### config.mk
export PLATFORM = sky130hd
export DESIGN_NAME = lc_norm
export DESIGN_NICKNAME = d
export VERILOG_FILES = /design/src/rtl/log_compress_pixel_assert.svh /design/src/rtl/lc_pkg.sv /design/src/rtl/lc_norm.sv
export SDC_FILE = /design/constraint.sdc
export NUM_CORES = 1
export LEC_CHECK = 0
export ABC_AREA = 1
export BUFFER_PORTS_ARGS = -buffer_cell sky130_fd_sc_hd__clkbuf_2
export CAP_MARGIN = 5
export CORE_UTILIZATION = 35
export CTS_CLUSTER_SIZE = 20
export DETAILED_ROUTE_END_ITERATION = 10
export PLACE_DENSITY_LB_ADDON = 0.15
export SLEW_MARGIN = 15
export SYNTH_ARGS = -nofsm -noshare
export SYNTH_HDL_FRONTEND = slang
export SYNTH_SLANG_ARGS = --single-unit
export TNS_END_PERCENT = 20
### constraint.sdc
create_clock -name clk -period 1.66 [get_ports clk]
set_input_delay 0.332 -clock clk [delete_from_list [all_inputs] [get_ports clk]]
set_output_delay 0.332 -clock clk [all_outputs]
set_load 0.05 [all_outputs]
### src/rtl/log_compress_pixel_assert.svh
// Assertion macros shared by the log compression RTL.
`ifndef LOG_COMPRESS_PIXEL_ASSERT_SVH
`define LOG_COMPRESS_PIXEL_ASSERT_SVH

// Check that cons holds in the same cycle whenever ante holds.
`define LCP_ASSERT_NOW(label, clk, rst_n, ante, cons) \
  label: assert property (@(posedge clk) disable iff (!rst_n) (ante) |-> (cons)) \
    else $error("log compression check failed");

// Check that cons holds in the cycle after ante holds.
`define LCP_ASSERT_NEXT(label, clk, rst_n, ante, cons) \
  label: assert property (@(posedge clk) disable iff (!rst_n) (ante) |=> (cons)) \
    else $error("log compression check failed");

`endif

### src/rtl/lc_pkg.sv
// Shared constants and types of the log compression pipeline.
`default_nettype none

package lc_pkg;

  // Field and register widths
  localparam int SAMPLE_BITS_DEF = 24;
  localparam int GAIN_W          = 32;
  localparam int RANGE_W         = 16;
  localparam int PIX_W           = 8;
  localparam int PROD_W_DEF      = GAIN_W + SAMPLE_BITS_DEF;
  localparam int EXP_W_DEF       = $clog2(PROD_W_DEF);

  // Configuration port
  localparam int CFG_IDX_W  = 2;
  localparam int CFG_DATA_W = 32;
  localparam logic [CFG_IDX_W-1:0] CFG_GAIN  = 2'd0;
  localparam logic [CFG_IDX_W-1:0] CFG_NORM  = 2'd1;
  localparam logic [CFG_IDX_W-1:0] CFG_RANGE = 2'd2;

  localparam logic [GAIN_W-1:0]  GAIN_RST  = 32'h0001_0000;
  localparam logic [GAIN_W-1:0]  NORM_RST  = 32'h0001_0000;
  localparam logic [RANGE_W-1:0] RANGE_RST = 16'd15360;

  // Log2 datapath
  localparam int MANT_W = 32;
  localparam int FRAC_W = 16;

  // 20*log10(2) dB per octave in Q16
  localparam int DBO_W = 19;
  localparam logic [DBO_W-1:0] DB_PER_OCT_Q16 = 19'd394566;

  // Divisor is range << 24 after the common factor 256 is taken out
  localparam int DEN_SHIFT = 24;
  localparam int DEN_W     = RANGE_W + DEN_SHIFT;

  localparam logic [PIX_W-1:0] PIX_MAX = 8'd255;

  // Two log lanes: scaled sample and reference level
  localparam int LANES  = 2;
  localparam int LANE_X = 0;
  localparam int LANE_N = 1;

  // Control that travels with each request
  typedef struct packed {
    logic valid;
    logic zero_x;
    logic zero_n;
  } lc_ctl_t;

endpackage

`default_nettype wire

### src/rtl/lc_norm.sv
// Leading-one search and mantissa normalization, three stages, two lanes.
`default_nettype none

module lc_norm
  import lc_pkg::*;
#(
  parameter int W     = PROD_W_DEF,
  parameter int EXP_W = EXP_W_DEF
) (
  input  logic                             clk,
  input  logic                             rst_n,
  input  logic                             adv,
  input  lc_ctl_t                          ctl_in,
  input  logic [LANES-1:0][W-1:0]          val_in,
  output lc_ctl_t                          ctl_out,
  output logic [LANES-1:0][EXP_W-1:0]      exp_out,
  output logic [LANES-1:0][MANT_W-1:0]     mant_out
);

  localparam int NBYTES = (W + 7) / 8;
  localparam int WP     = NBYTES * 8;

  // Index of the top set bit of one byte
  function automatic logic [2:0] top_bit8(input logic [7:0] v);
    logic [2:0] idx;
    idx = 3'd0;
    for (int i = 0; i < 8; i++) begin
      if (v[i]) idx = 3'(i);
    end
    return idx;
  endfunction

  lc_ctl_t ctl1_r, ctl2_r, ctl3_r;
  logic [LANES-1:0][WP-1:0]            val1_r, val1_nxt, val2_r;
  logic [LANES-1:0][NBYTES-1:0]        nz1_r, nz1_nxt;
  logic [LANES-1:0][NBYTES-1:0][2:0]   top1_r, top1_nxt;
  logic [LANES-1:0][EXP_W-1:0]         exp2_r, exp2_nxt, exp3_r;
  logic [LANES-1:0][MANT_W-1:0]        mant3_r, mant3_nxt;

  // Stage 1: per-byte nonzero flag and top bit
  always_comb begin
    for (int l = 0; l < LANES; l++) begin
      val1_nxt[l] = WP'(val_in[l]);
      for (int b = 0; b < NBYTES; b++) begin
        nz1_nxt[l][b]  = |val1_nxt[l][b*8 +: 8];
        top1_nxt[l][b] = top_bit8(val1_nxt[l][b*8 +: 8]);
      end
    end
  end

  // Stage 2: pick the highest nonzero byte
  always_comb begin
    for (int l = 0; l < LANES; l++) begin
      exp2_nxt[l] = '0;
      for (int b = 0; b < NBYTES; b++) begin
        if (nz1_r[l][b]) exp2_nxt[l] = EXP_W'(b * 8) | EXP_W'(top1_r[l][b]);
      end
    end
  end

  // Stage 3: shift the top set bit to bit 31
  always_comb begin
    logic [WP+MANT_W-1:0] ext;
    logic [WP+MANT_W-1:0] sh;
    ext = '0;
    sh  = '0;
    for (int l = 0; l < LANES; l++) begin
      ext          = {val2_r[l], {MANT_W{1'b0}}};
      sh           = ext >> ({1'b0, exp2_r[l]} + 1'b1);
      mant3_nxt[l] = sh[MANT_W-1:0];
    end
  end

  // Control: valid bits cleared by reset
  always_ff @(posedge clk) begin
    if (!rst_n) begin
      ctl1_r <= '0;
      ctl2_r <= '0;
      ctl3_r <= '0;
    end else if (adv) begin
      ctl1_r <= ctl_in;
      ctl2_r <= ctl1_r;
      ctl3_r <= ctl2_r;
    end
  end

  // Payload: advance with the pipe
  always_ff @(posedge clk) begin
    if (adv) begin
      val1_r  <= val1_nxt;
      nz1_r   <= nz1_nxt;
      top1_r  <= top1_nxt;
      val2_r  <= val1_r;
      exp2_r  <= exp2_nxt;
      exp3_r  <= exp2_r;
      mant3_r <= mant3_nxt;
    end
  end

  assign ctl_out  = ctl3_r;
  assign exp_out  = exp3_r;
  assign mant_out = mant3_r;

endmodule

`default_nettype wire

==> flow_metrics.py <==
metrics = {
    "outcome": {
        "outcome": "complete, but fails checks",
        "violations": "setup timing",
    },
    "global_routing": {
        "track_usage": 0.241,
        "grt_max_degree": 63,
        "grt_pass1_vias": 17600,
        "antenna_found_initial": 2,
        "overflow": 0,
        "grt_pass1_wl_um": 105000,
    },
    "setup_path": {
        "critPathRequiredTime_ns": 1.98,
        "path_max_fanout": 40,
        "path_common_cell": "nand2_1",
        "regToRegSetupSlack_ns": -0.29,
        "slowest_delay_ns": 0.46,
        "path_class": "flip-flop to flip-flop",
        "worstPathCellList": "buf_4, buf_12, nand2_2, nand3_1, nand3_2, nand3_1, nand2_1, nand2_1, nand3_2, nand2_1",
        "endpoint_kind": "flip-flop",
        "startpoint_type": "flip-flop",
        "crit_slowest_cell": "edfxtp_1",
        "arrival_ns": 2.27,
    },
    "cells_and_area": {
        "final_nets": 2800,
        "final_cell_count_no_fill": 3466,
        "drive_gt1_frac": 0.292,
        "stdcell_area_um2": 27100,
        "syn2layout_area_growth_pct": 37.5,
        "post-route-util": 0.490,
    },
    "timing": {
        "finalHoldViolations": 0,
        "clock.fmax_ghz": 0.512,
        "finClkSkew_ns": 0.0197,
        "max_slew_margin": 0.503,
        "min_period_over_period": 1.18,
        "min_period_ns": 1.95,
        "finalSetupTns_ns": -11.61,
        "setup_violations": 64,
        "maxSlewViolCount": 0,
        "hold_ws_ns": 0.0318,
        "worstMarginPinSlew_ns": 0.744,
        "setup_ws_ns": -0.292,
        "rsz0062_at_grt": "yes",
    },
    "pwr": {
        "cellLeakagePower_nw": 11.6,
        "ir_drop_mv": 0.659,
        "power_mw": 27.9,
        "switchingPower_mw": 9.01,
        "switching_share": 0.323,
        "internal_power_mw": 18.9,
        "p_per_area_nw_per_um2": 1030,
        "pwr-share-seq": 0.423,
        "clockPowerShare": 0.329,
        "combPwrFrac": 0.248,
    },
    "placed_design": {
        "place_ws_ns": -0.302,
        "io_buffer_count": 196,
        "gp_congestion": 0.967,
        "dp_hpwl_um": 50700,
        "dp_cells": 3246,
        "placed_area_um2": 22300,
    },
    "floorplan": {
        "rows": 86,
        "coreArea_um2": 55400,
        "initial_utilization": 0.356,
        "die_x_um": 239,
        "num_io_pins": 197,
        "dieArea_um2": 57300,
        "die-height_um": 239,
    },
    "detailed_routing": {
        "drcViolationCount": 0,
        "routed_wirelength_um": 71000,
        "ant_nets": 0,
        "wire_per_inst_um": 20.5,
        "via_count": 18700,
        "drtIter0Drc": 1692,
        "dr.pass1.iters": 6,
        "via_per_inst": 5.40,
    },
    "logic_synthesis": {
        "synth_area_per_cell_um2": 8.57,
        "synth.distinct_cells": 22,
        "ys_seq_area_frac": 0.569,
        "syn-num-nets": 2419,
        "ys_ff_latch": 377,
        "yosys_warnings": 0,
        "synth_cells": 2301,
        "netlist_area_um2": 19700,
    },
    "cts": {
        "clkSinkCount": 377,
        "cts_max_level": 2,
        "cts_root_buf": "clkbuf_16",
        "cts_buffers": 42,
        "cts_max_path_buffers": 3,
        "clk_latency_ns": 0.58,
        "cts_tree": "yes",
        "clk_pin_slew_worst_paths_ns": 0.06,
    },
    "run": {
        "maxCapViolCount": 0,
    },
    "worst_hold_path": {
        "worstHoldPathType": "primary input to flip-flop",
    },
}
## power groups by stage
stage / Sequential (mW) / Combinational, mW / Clock, mW
after floorplan: 12.5 / 2.83 / 0
after global placement: 12.0 / 5.64 / 0
after detailed placement: 12.0 / 5.62 / 0
after CTS: 11.8 / 6.35 / 9.45
after global routing: 11.9 / 7.46 / 9.80
final: 11.8 / 6.92 / 9.19
## area by class of cell
type / count / area (µm²)
flip-flops and latches: 377 / 11200
inverters: 117 / 447
multi-input cells: 1686 / 9220
well taps: 748 / 936
fillers: 5257 / 28300
clock inverters: 29 / 260
clock buffers: 49 / 1100
repair buffers: 458 / 3940
diodes: 2 / 5.00
## metal layers
metal  vias up  GRT usage  wire, µm  part of all wire
met4         0     0.0738      1990             0.028
met2       825      0.337     29300              0.41
li1       8775          -         -                 -
met3       133     0.0371      4970             0.070
met5         -          0         0                 0
met1      8993      0.378     34600              0.49
## critical path, delay by kind of cell, from the launching register on
| family | cells | cell delay, ns |
|---|---|---|
| flops | 1 | 0.46 |
| buf+inv | 2 | 0.35 |
| simple gates | 8 | 0.89 |
## final timing paths
check                           depth (start not counted)           end       start
worst max-delay path                                   10  mant_out[14]   exp2_r[0]
worst min-delay path                                    1    val1_r[17]  val_in[17]
worst max register to register                         10  mant_out[14]   exp2_r[0]
worst min register to register                          0    val2_r[34]  val1_r[34]
## flip-flops by register name (all words and copies together) (netlist names), 12 cells and up
register	count
val1_r	112
val2_r	112
exp_out	12
exp2_r	12
mant_out	64
nz1_r	14
top1_r	42
## cells in the final DEF, fill, tap and decap left out, types with 3 or more instances in the layout
cell type      netlist  layout
a21oi_1             54      47
a21oi_2              0       7
buf_12               0      36
buf_16               0       7
buf_4               16      96
buf_6                8       4
bufinv_16            0       3
clkbuf_1            32       6
clkbuf_16            0      47
clkbuf_2             0     191
clkbuf_4             0       4
clkinv_1             1       7
clkinv_2             0      10
clkinv_4             0       3
clkinvlp_4           0       4
dfxtp_1              9       9
dlygate4sd3_1        0     114
edfxtp_1           368     368
inv_1              108     108
inv_2                8       6
nand2_1            697     628
nand2_2              0      68
nand3_1            743     453
nand3_2              0     279
nand3_4              0      11
nand4_1              6       6
nor2_1             121     113
nor2_2               0       4
nor2_4               0       4
nor3_1               5       5
o21ai_0             50      43
o21ai_1              3       9
## repair_timing
action | in CTS | in global routing
hold endpoints to repair | 114 | 0
setup endpoints to repair | 69 | 66
hold buffers | 114 | 0
pin swaps | 26 | 21
buffers inserted | 12 | 2
gates cloned | 7 | 5
gates resized for setup | 197 | 221
## synthesized netlist by cell type
cell type | count | area (µm²)
inv_2 | 8 | 30.0
edfxtp_1 | 368 | 11100
buf_6 | 8 | 90.1
buf_4 | 16 | 120
inv_1 | 108 | 405
and3_1 | 1 | 6.26
nor2_1 | 121 | 454
nand4_1 | 6 | 37.5
dfxtp_1 | 9 | 180
o21ai_0 | 50 | 250
nand2_1 | 697 | 2620
buf_2 | 38 | 190
a21oi_1 | 54 | 270
nand3_1 | 743 | 3720
o2111ai_1 | 2 | 17.5
o21ai_1 | 3 | 15.0
clkinv_1 | 1 | 3.75
o22ai_1 | 2 | 12.5
clkbuf_1 | 32 | 120
nor3_1 | 5 | 25.0
o21bai_1 | 2 | 15.0
buf_1 | 27 | 101
## cell families after synthesis
family,count (synthesis),share of synthesized area
buffers and inverters,238,0.0538
flip-flops,377,0.569
AO/OA/AOI/OAI,113,0.0294
AND/OR/NAND/NOR,1573,0.348
(Power assumes the default switching activity.)
