<file path="config.mk">
export PLATFORM = sky130hd
export DESIGN_NAME = lc_map
export DESIGN_NICKNAME = d
export VERILOG_FILES = /design/src/rtl/log_compress_pixel_assert.svh /design/src/rtl/lc_pkg.sv /design/src/rtl/lc_map.sv
export SDC_FILE = /design/constraint.sdc
export NUM_CORES = 1
export LEC_CHECK = 0
export ABC_AREA = 0
export BUFFER_PORTS_ARGS = -buffer_cell sky130_fd_sc_hd__buf_2
export CELL_PAD_IN_SITES_DETAIL_PLACEMENT = 1
export CELL_PAD_IN_SITES_GLOBAL_PLACEMENT = 1
export CORE_MARGIN = 4
export CORE_UTILIZATION = 52
export CTS_CLUSTER_DIAMETER = 40
export DETAILED_ROUTE_END_ITERATION = 8
export MAX_ROUTING_LAYER = met4
export PLACE_DENSITY = 0.79
export SLEW_MARGIN = 0
export SYNTH_ARGS = -nofsm -noshare
export SYNTH_HDL_FRONTEND = slang
export SYNTH_SLANG_ARGS = --single-unit
</file>
<file path="constraint.sdc">
create_clock -name clk -period 6.7 [get_ports clk]
set_input_delay 1.34 -clock clk [delete_from_list [all_inputs] [get_ports clk]]
set_output_delay 1.34 -clock clk [all_outputs]
set_load 0.02 [all_outputs]
</file>
<file path="src/rtl/log_compress_pixel_assert.svh">
// Assertion macros shared by the log compression RTL.
`ifndef LOG_COMPRESS_PIXEL_ASSERT_SVH
`define LOG_COMPRESS_PIXEL_ASSERT_SVH

// Check that cons holds in the same cycle whenever ante holds.
`define LCP_ASSERT_NOW(label, clk, rst_n, ante, cons) \
  label: assert property (@(posedge clk) disable iff (!rst_n) (ante) |-> (cons)) \
    else $error("log compression check failed");

// Check that cons holds in the cycle after ante holds.
`define LCP_ASSERT_NEXT(label, clk, rst_n, ante, cons) \
  label: assert property (@(posedge clk) disable iff (!rst_n) (ante) |=> (cons)) \
    else $error("log compression check failed");

`endif

</file>
<file path="src/rtl/lc_pkg.sv">
// Shared constants and types of the log compression pipeline.
`default_nettype none

package lc_pkg;

  // Field and register widths
  localparam int SAMPLE_BITS_DEF = 24;
  localparam int GAIN_W          = 32;
  localparam int RANGE_W         = 16;
  localparam int PIX_W           = 8;
  localparam int PROD_W_DEF      = GAIN_W + SAMPLE_BITS_DEF;
  localparam int EXP_W_DEF       = $clog2(PROD_W_DEF);

  // Configuration port
  localparam int CFG_IDX_W  = 2;
  localparam int CFG_DATA_W = 32;
  localparam logic [CFG_IDX_W-1:0] CFG_GAIN  = 2'd0;
  localparam logic [CFG_IDX_W-1:0] CFG_NORM  = 2'd1;
  localparam logic [CFG_IDX_W-1:0] CFG_RANGE = 2'd2;

  localparam logic [GAIN_W-1:0]  GAIN_RST  = 32'h0001_0000;
  localparam logic [GAIN_W-1:0]  NORM_RST  = 32'h0001_0000;
  localparam logic [RANGE_W-1:0] RANGE_RST = 16'd15360;

  // Log2 datapath
  localparam int MANT_W = 32;
  localparam int FRAC_W = 16;

  // 20*log10(2) dB per octave in Q16
  localparam int DBO_W = 19;
  localparam logic [DBO_W-1:0] DB_PER_OCT_Q16 = 19'd394566;

  // Divisor is range << 24 after the common factor 256 is taken out
  localparam int DEN_SHIFT = 24;
  localparam int DEN_W     = RANGE_W + DEN_SHIFT;

  localparam logic [PIX_W-1:0] PIX_MAX = 8'd255;

  // Two log lanes: scaled sample and reference level
  localparam int LANES  = 2;
  localparam int LANE_X = 0;
  localparam int LANE_N = 1;

  // Control that travels with each request
  typedef struct packed {
    logic valid;
    logic zero_x;
    logic zero_n;
  } lc_ctl_t;

endpackage

`default_nettype wire

</file>
<file path="src/rtl/lc_map.sv">
// Map the log ratio to a grey level: scale, range compare, 8-stage divide.
`default_nettype none

module lc_map
  import lc_pkg::*;
#(
  parameter int EXP_W = EXP_W_DEF
) (
  input  logic                      clk,
  input  logic                      rst_n,
  input  logic                      adv,
  input  lc_ctl_t                   ctl_in,
  input  logic [EXP_W+FRAC_W-1:0]   log_x,
  input  logic [EXP_W+FRAC_W-1:0]   log_n,
  input  logic [RANGE_W-1:0]        range_db,
  output logic                      pix_valid,
  output logic [PIX_W-1:0]          pix_value
);

  localparam int LOG_W = EXP_W + FRAC_W;
  localparam int A_W   = DBO_W + LOG_W;
  localparam int CMP_W = ((A_W > DEN_W) ? A_W : DEN_W) + 1;
  localparam int NUM_W = DEN_W + PIX_W;
  localparam int DIV_N = PIX_W;

  typedef enum logic [1:0] {
    SAT_NONE,
    SAT_LOW,
    SAT_HIGH
  } sat_t;

  typedef struct packed {
    logic valid;
    sat_t sat;
  } map_ctl_t;

  map_ctl_t               mc1_r, mc1_nxt, mc2_r, mc3_r, mc3_nxt, mc4_r;
  logic [LOG_W-1:0]       mag1_r, mag1_nxt;
  logic [A_W-1:0]         a2_r, a2_nxt;
  logic [DEN_W-1:0]       b3_r, b3_nxt;
  logic [NUM_W-1:0]       n4_r, n4_nxt;
  logic [DEN_W-1:0]       den;
  logic [CMP_W-1:0]       diff3;

  map_ctl_t               dc_r    [DIV_N];
  map_ctl_t               src_dc  [DIV_N];
  logic [NUM_W-1:0]       rem_r   [DIV_N];
  logic [NUM_W-1:0]       rem_nxt [DIV_N];
  logic [NUM_W-1:0]       src_rem [DIV_N];
  logic [PIX_W-1:0]       q_r     [DIV_N];
  logic [PIX_W-1:0]       q_nxt   [DIV_N];
  logic [PIX_W-1:0]       src_q   [DIV_N];

  // Divisor: range << 24, a zero range acts as one step
  assign den = {((range_db == '0) ? RANGE_W'(1) : range_db), {DEN_SHIFT{1'b0}}};

  // Stage 1: octave difference and early saturation
  always_comb begin
    mag1_nxt      = log_n - log_x;
    mc1_nxt.valid = ctl_in.valid;
    if (ctl_in.zero_x) begin
      mc1_nxt.sat = SAT_LOW;
    end else if (ctl_in.zero_n || (log_n <= log_x)) begin
      mc1_nxt.sat = SAT_HIGH;
    end else begin
      mc1_nxt.sat = SAT_NONE;
    end
  end

  // Stage 2: octaves to dB
  assign a2_nxt = mag1_r * DB_PER_OCT_Q16;

  // Stage 3: distance from the bottom of the range, clamp below it
  always_comb begin
    diff3   = CMP_W'(den) - CMP_W'(a2_r);
    b3_nxt  = diff3[DEN_W-1:0];
    mc3_nxt = mc2_r;
    if ((mc2_r.sat == SAT_NONE) && diff3[CMP_W-1]) mc3_nxt.sat = SAT_LOW;
  end

  // Stage 4: times 255
  assign n4_nxt = (NUM_W'(b3_r) << PIX_W) - NUM_W'(b3_r);

  // Divide stages: one quotient bit each, most significant first
  always_comb begin
    logic [NUM_W:0] trial;
    trial      = '0;
    src_dc[0]  = mc4_r;
    src_rem[0] = n4_r;
    src_q[0]   = '0;
    for (int j = 1; j < DIV_N; j++) begin
      src_dc[j]  = dc_r[j-1];
      src_rem[j] = rem_r[j-1];
      src_q[j]   = q_r[j-1];
    end
    for (int j = 0; j < DIV_N; j++) begin
      trial      = {1'b0, src_rem[j]} - ({1'b0, NUM_W'(den)} << (DIV_N - 1 - j));
      rem_nxt[j] = trial[NUM_W] ? src_rem[j] : trial[NUM_W-1:0];
      q_nxt[j]   = {src_q[j][PIX_W-2:0], !trial[NUM_W]};
    end
  end

  // Control: valid bits cleared by reset
  always_ff @(posedge clk) begin
    if (!rst_n) begin
      mc1_r <= '0;
      mc2_r <= '0;
      mc3_r <= '0;
      mc4_r <= '0;
      for (int j = 0; j < DIV_N; j++) dc_r[j] <= '0;
    end else if (adv) begin
      mc1_r <= mc1_nxt;
      mc2_r <= mc1_r;
      mc3_r <= mc3_nxt;
      mc4_r <= mc3_r;
      for (int j = 0; j < DIV_N; j++) dc_r[j] <= src_dc[j];
    end
  end

  // Payload: advance with the pipe
  always_ff @(posedge clk) begin
    if (adv) begin
      mag1_r <= mag1_nxt;
      a2_r   <= a2_nxt;
      b3_r   <= b3_nxt;
      n4_r   <= n4_nxt;
      for (int j = 0; j < DIV_N; j++) begin
        rem_r[j] <= rem_nxt[j];
        q_r[j]   <= q_nxt[j];
      end
    end
  end

  // Resolve saturation at the pipe exit
  assign pix_valid = dc_r[DIV_N-1].valid;

  always_comb begin
    case (dc_r[DIV_N-1].sat)
      SAT_LOW:  pix_value = '0;
      SAT_HIGH: pix_value = PIX_MAX;
      SAT_NONE: pix_value = q_r[DIV_N-1];
      default:  pix_value = q_r[DIV_N-1];
    endcase
  end

endmodule

`default_nettype wire

</file>
==> results.py <==
metrics = {
    "outcome": {
        "outcome": "complete, no violations",
    },
    "critical_path": {
        "critPathCaptureType": "flip-flop",
        "crit_type": "flip-flop to flip-flop",
        "path_max_fanout": 6,
        "r2r-end": "a2_r[37]$_DFFE_PP_",
        "worstPathRequired_ns": 7.04,
        "rr_worst_depth": 18,
        "endpoint": "a2_r[37]$_DFFE_PP_",
        "cp-start-kind": "flip-flop",
        "reg2reg_setup_slack_ns": 0.85,
        "cp_data_arrival_time_ns": 6.19,
        "timing.rr.start": "mag1_r[4]$_DFFE_PP_",
        "critPathLaunch": "mag1_r[4]$_DFFE_PP_",
    },
    "yosys": {
        "synth_top_cell_by_area": "edfxtp_1",
        "yosysWarnings": 0,
        "ys_seq_area_share_pct": 38.9,
        "synth_seq_cells": 365,
        "syn_area_mm2": 0.0279,
        "synth_cell_types": 79,
        "netlist_instances": 2623,
        "syn_nets": 3155,
        "synth_edf_count": 353,
        "synth_most_common_cell": "ha_1",
        "synth_common_cells": "381 x ha_1, 353 x edfxtp_1, 312 x inv_1",
        "syn_area_per_cell_um2": 10.6,
        "async_flop_share_pct": 0,
        "synthFlopType": "edfxtp_1",
        "ys_top_cells_by_area": "edfxtp_1 38%, ha_1 17%, fa_1 6.1%",
        "synthDominantCellAreaShare_pct": 38.0,
    },
    "cts": {
        "cts_root_buffer": "clkbuf_16",
        "ctsResizeCount": 0,
        "cts-htree-levels": 3,
        "post_cts_buffers": 0,
        "cts-hold-fix-buffers": 0,
        "clkSlewWorstSetupHoldPaths_ns": 0.06,
        "cts_sinks": 365,
        "insertion_delay_ns": 0.60,
        "cts_tree": "yes",
        "cts_buffers": 71,
        "clock_path_buffers": 3,
    },
    "min_path": {
        "min_path_type": "flip-flop to flip-flop",
    },
    "finish": {
        "final_core_util_pct": 59.8,
        "syn2layout_area_growth_pct": 13.2,
        "layout-drive-gt1-share_pct": 10.7,
        "fin_area_mm2": 0.0316,
        "final_nets": 3273,
    },
    "run": {
        "max_cap_violations": 0,
    },
    "route": {
        "via_count": 20300,
        "route.detailed.drc": 0,
        "drt_wl_total_mm": 71.7,
        "wl_per_cell_um": 20.6,
        "via_per_inst": 5.82,
        "drtIter0Drc": 860,
        "postRouteAntennaNets": 0,
        "drt_first_pass_iters": 5,
    },
    "global_routing": {
        "grt_max_degree": 174,
        "grt_pass1_vias": 22700,
        "grt_antenna_before_repair": 3,
        "grt-ovfl-total": 0,
        "track_usage_pct": 25.9,
        "grt_pass1_wl_mm": 116,
    },
    "timing": {
        "rsz0062_at_grt": "no",
        "hold_violations": 0,
        "setup-violations-final": 0,
        "period_share_pct": 87.3,
        "maxSlewHeadroom_pct": 20.5,
        "fmax_mhz": 171,
        "final-max-slew-violation-count": 0,
        "clock_skew_ns": 0.0241,
        "setup-tns-final_ns": 0,
        "worst_pin_slew_ns": 1.19,
        "fin_crit_ns": 5.85,
    },
    "place": {
        "hpwl_mm": 55.5,
        "place_area_mm2": 0.0291,
        "io_buffer_count": 74,
        "gp_congestion": 0.901,
    },
    "floorplanning": {
        "ios": 75,
        "core_mm2": 0.0529,
        "initial_core_util_pct": 52.8,
        "row_count": 84,
        "dieArea_mm2": 0.0574,
        "die_x_um": 240,
        "die_h_um": 240,
    },
}
-- flip-flops by register name, indices dropped and copies added (netlist names) --
| signal | cells |
|---|---|
| b3_r | 39 |
| rem_r | 168 |
| mc4_r | 3 |
| mc1_r | 3 |
| mag1_r | 22 |
| mc2_r | 3 |
| mc3_r | 3 |
| q_r | 36 |
| dc_r | 24 |
| n4_r | 24 |
| a2_r | 40 |
-- stage by stage --
stage / hold WS [ns] / std cells / setup slack (ns)
final: 0.409 / 3486 / 0.850
after global routing: 0.414 / 3486 / 0.560
after CTS: 0.413 / 3483 / 0.834
after detailed placement: 0.405 / 3356 / 0.562
after global placement: 0.401 / 3356 / 0.716
after floorplan: 0.400 / 2623 / 1.44
-- worst max-delay path, cell delays in order (launching register included) --
cell and delay [ns]:
edfxtp_1 0.49, ha_1 0.35, ha_1 0.33, fa_1 0.50, fa_1 0.56, inv_1 0.06
fa_1 0.50, fa_1 0.55, inv_1 0.04, ha_1 0.37, a21o_1 0.19, a21o_1 0.17
a21o_1 0.20, nand2_1 0.08, nand3_1 0.21, o2111a_1 0.37, a31o_2 0.29, a31oi_1 0.22
xnor2_1 0.11
-- layout by cell type (no fill, tap or decap), types with 53 or more instances in the layout --
master and n:
o21ai_0 93, a21oi_1 188, fa_1 85, nand3_1 55, mux2_2 53, inv_1 312
xor2_1 65, xnor2_1 138, ha_1 381, nor2_1 135, edfxtp_1 353, nand2_1 113
a21o_1 69, clkbuf_16 73, buf_2 73
-- area by class of cell --
class                           count  area (um^2)
Clock buffer                       81         1860
Tap cell                          688          861
Antenna cell                        3         7.51
Clock inverter                     46          602
Fill cell                        5673        21300
Sequential cell                   365        10800
Inverter                          313         1170
Multi-Input combinational cell   1898        15700
Timing Repair Buffer               92          528
-- how the worst min path moves through the flow --
stage	from	cells past startpoint	endpoint
after floorplan	q_r[0][8]$_DFFE_PP_	0	q_r[0][17]$_DFFE_PP_
after global placement	q_r[1][21]$_DFFE_PP_	0	q_r[1][30]$_DFFE_PP_
after detailed placement	q_r[0][26]$_DFFE_PP_	0	q_r[1][3]$_DFFE_PP_
after CTS	rem_r[1][26]$_DFFE_PP_	0	rem_r[2][26]$_DFFE_PP_
after global routing	rem_r[1][28]$_DFFE_PP_	0	rem_r[2][28]$_DFFE_PP_
final	rem_r[1][26]$_DFFE_PP_	0	rem_r[2][26]$_DFFE_PP_
-- cells by family after synthesis --
family                     Yosys count  synth area share (%)
buffers and inverters              360                  4.88
AOI/OAI and AO/OA                  559                  13.0
DFF                                365                  38.9
and+or+nand+nor                    599                  11.0
xor gates and xnor gates           203                  6.37
adders and majority gates          466                  23.2
muxes                               71                  2.79
-- routing by layer --
layer	part of all wire, %	wire length (um)	track usage [%]	up-vias
li1	-	-	-	9724
met1	39	27700	27.1	10000
met2	54	38700	48.4	336
met3	2.9	2100	3.74	196
met4	4.5	3230	10.9	0
met5	0	0	-	-
Power is left out: the tool's default activity adds up to more than one toggle a clock period on the data nets, which glitch-free logic cannot reach.
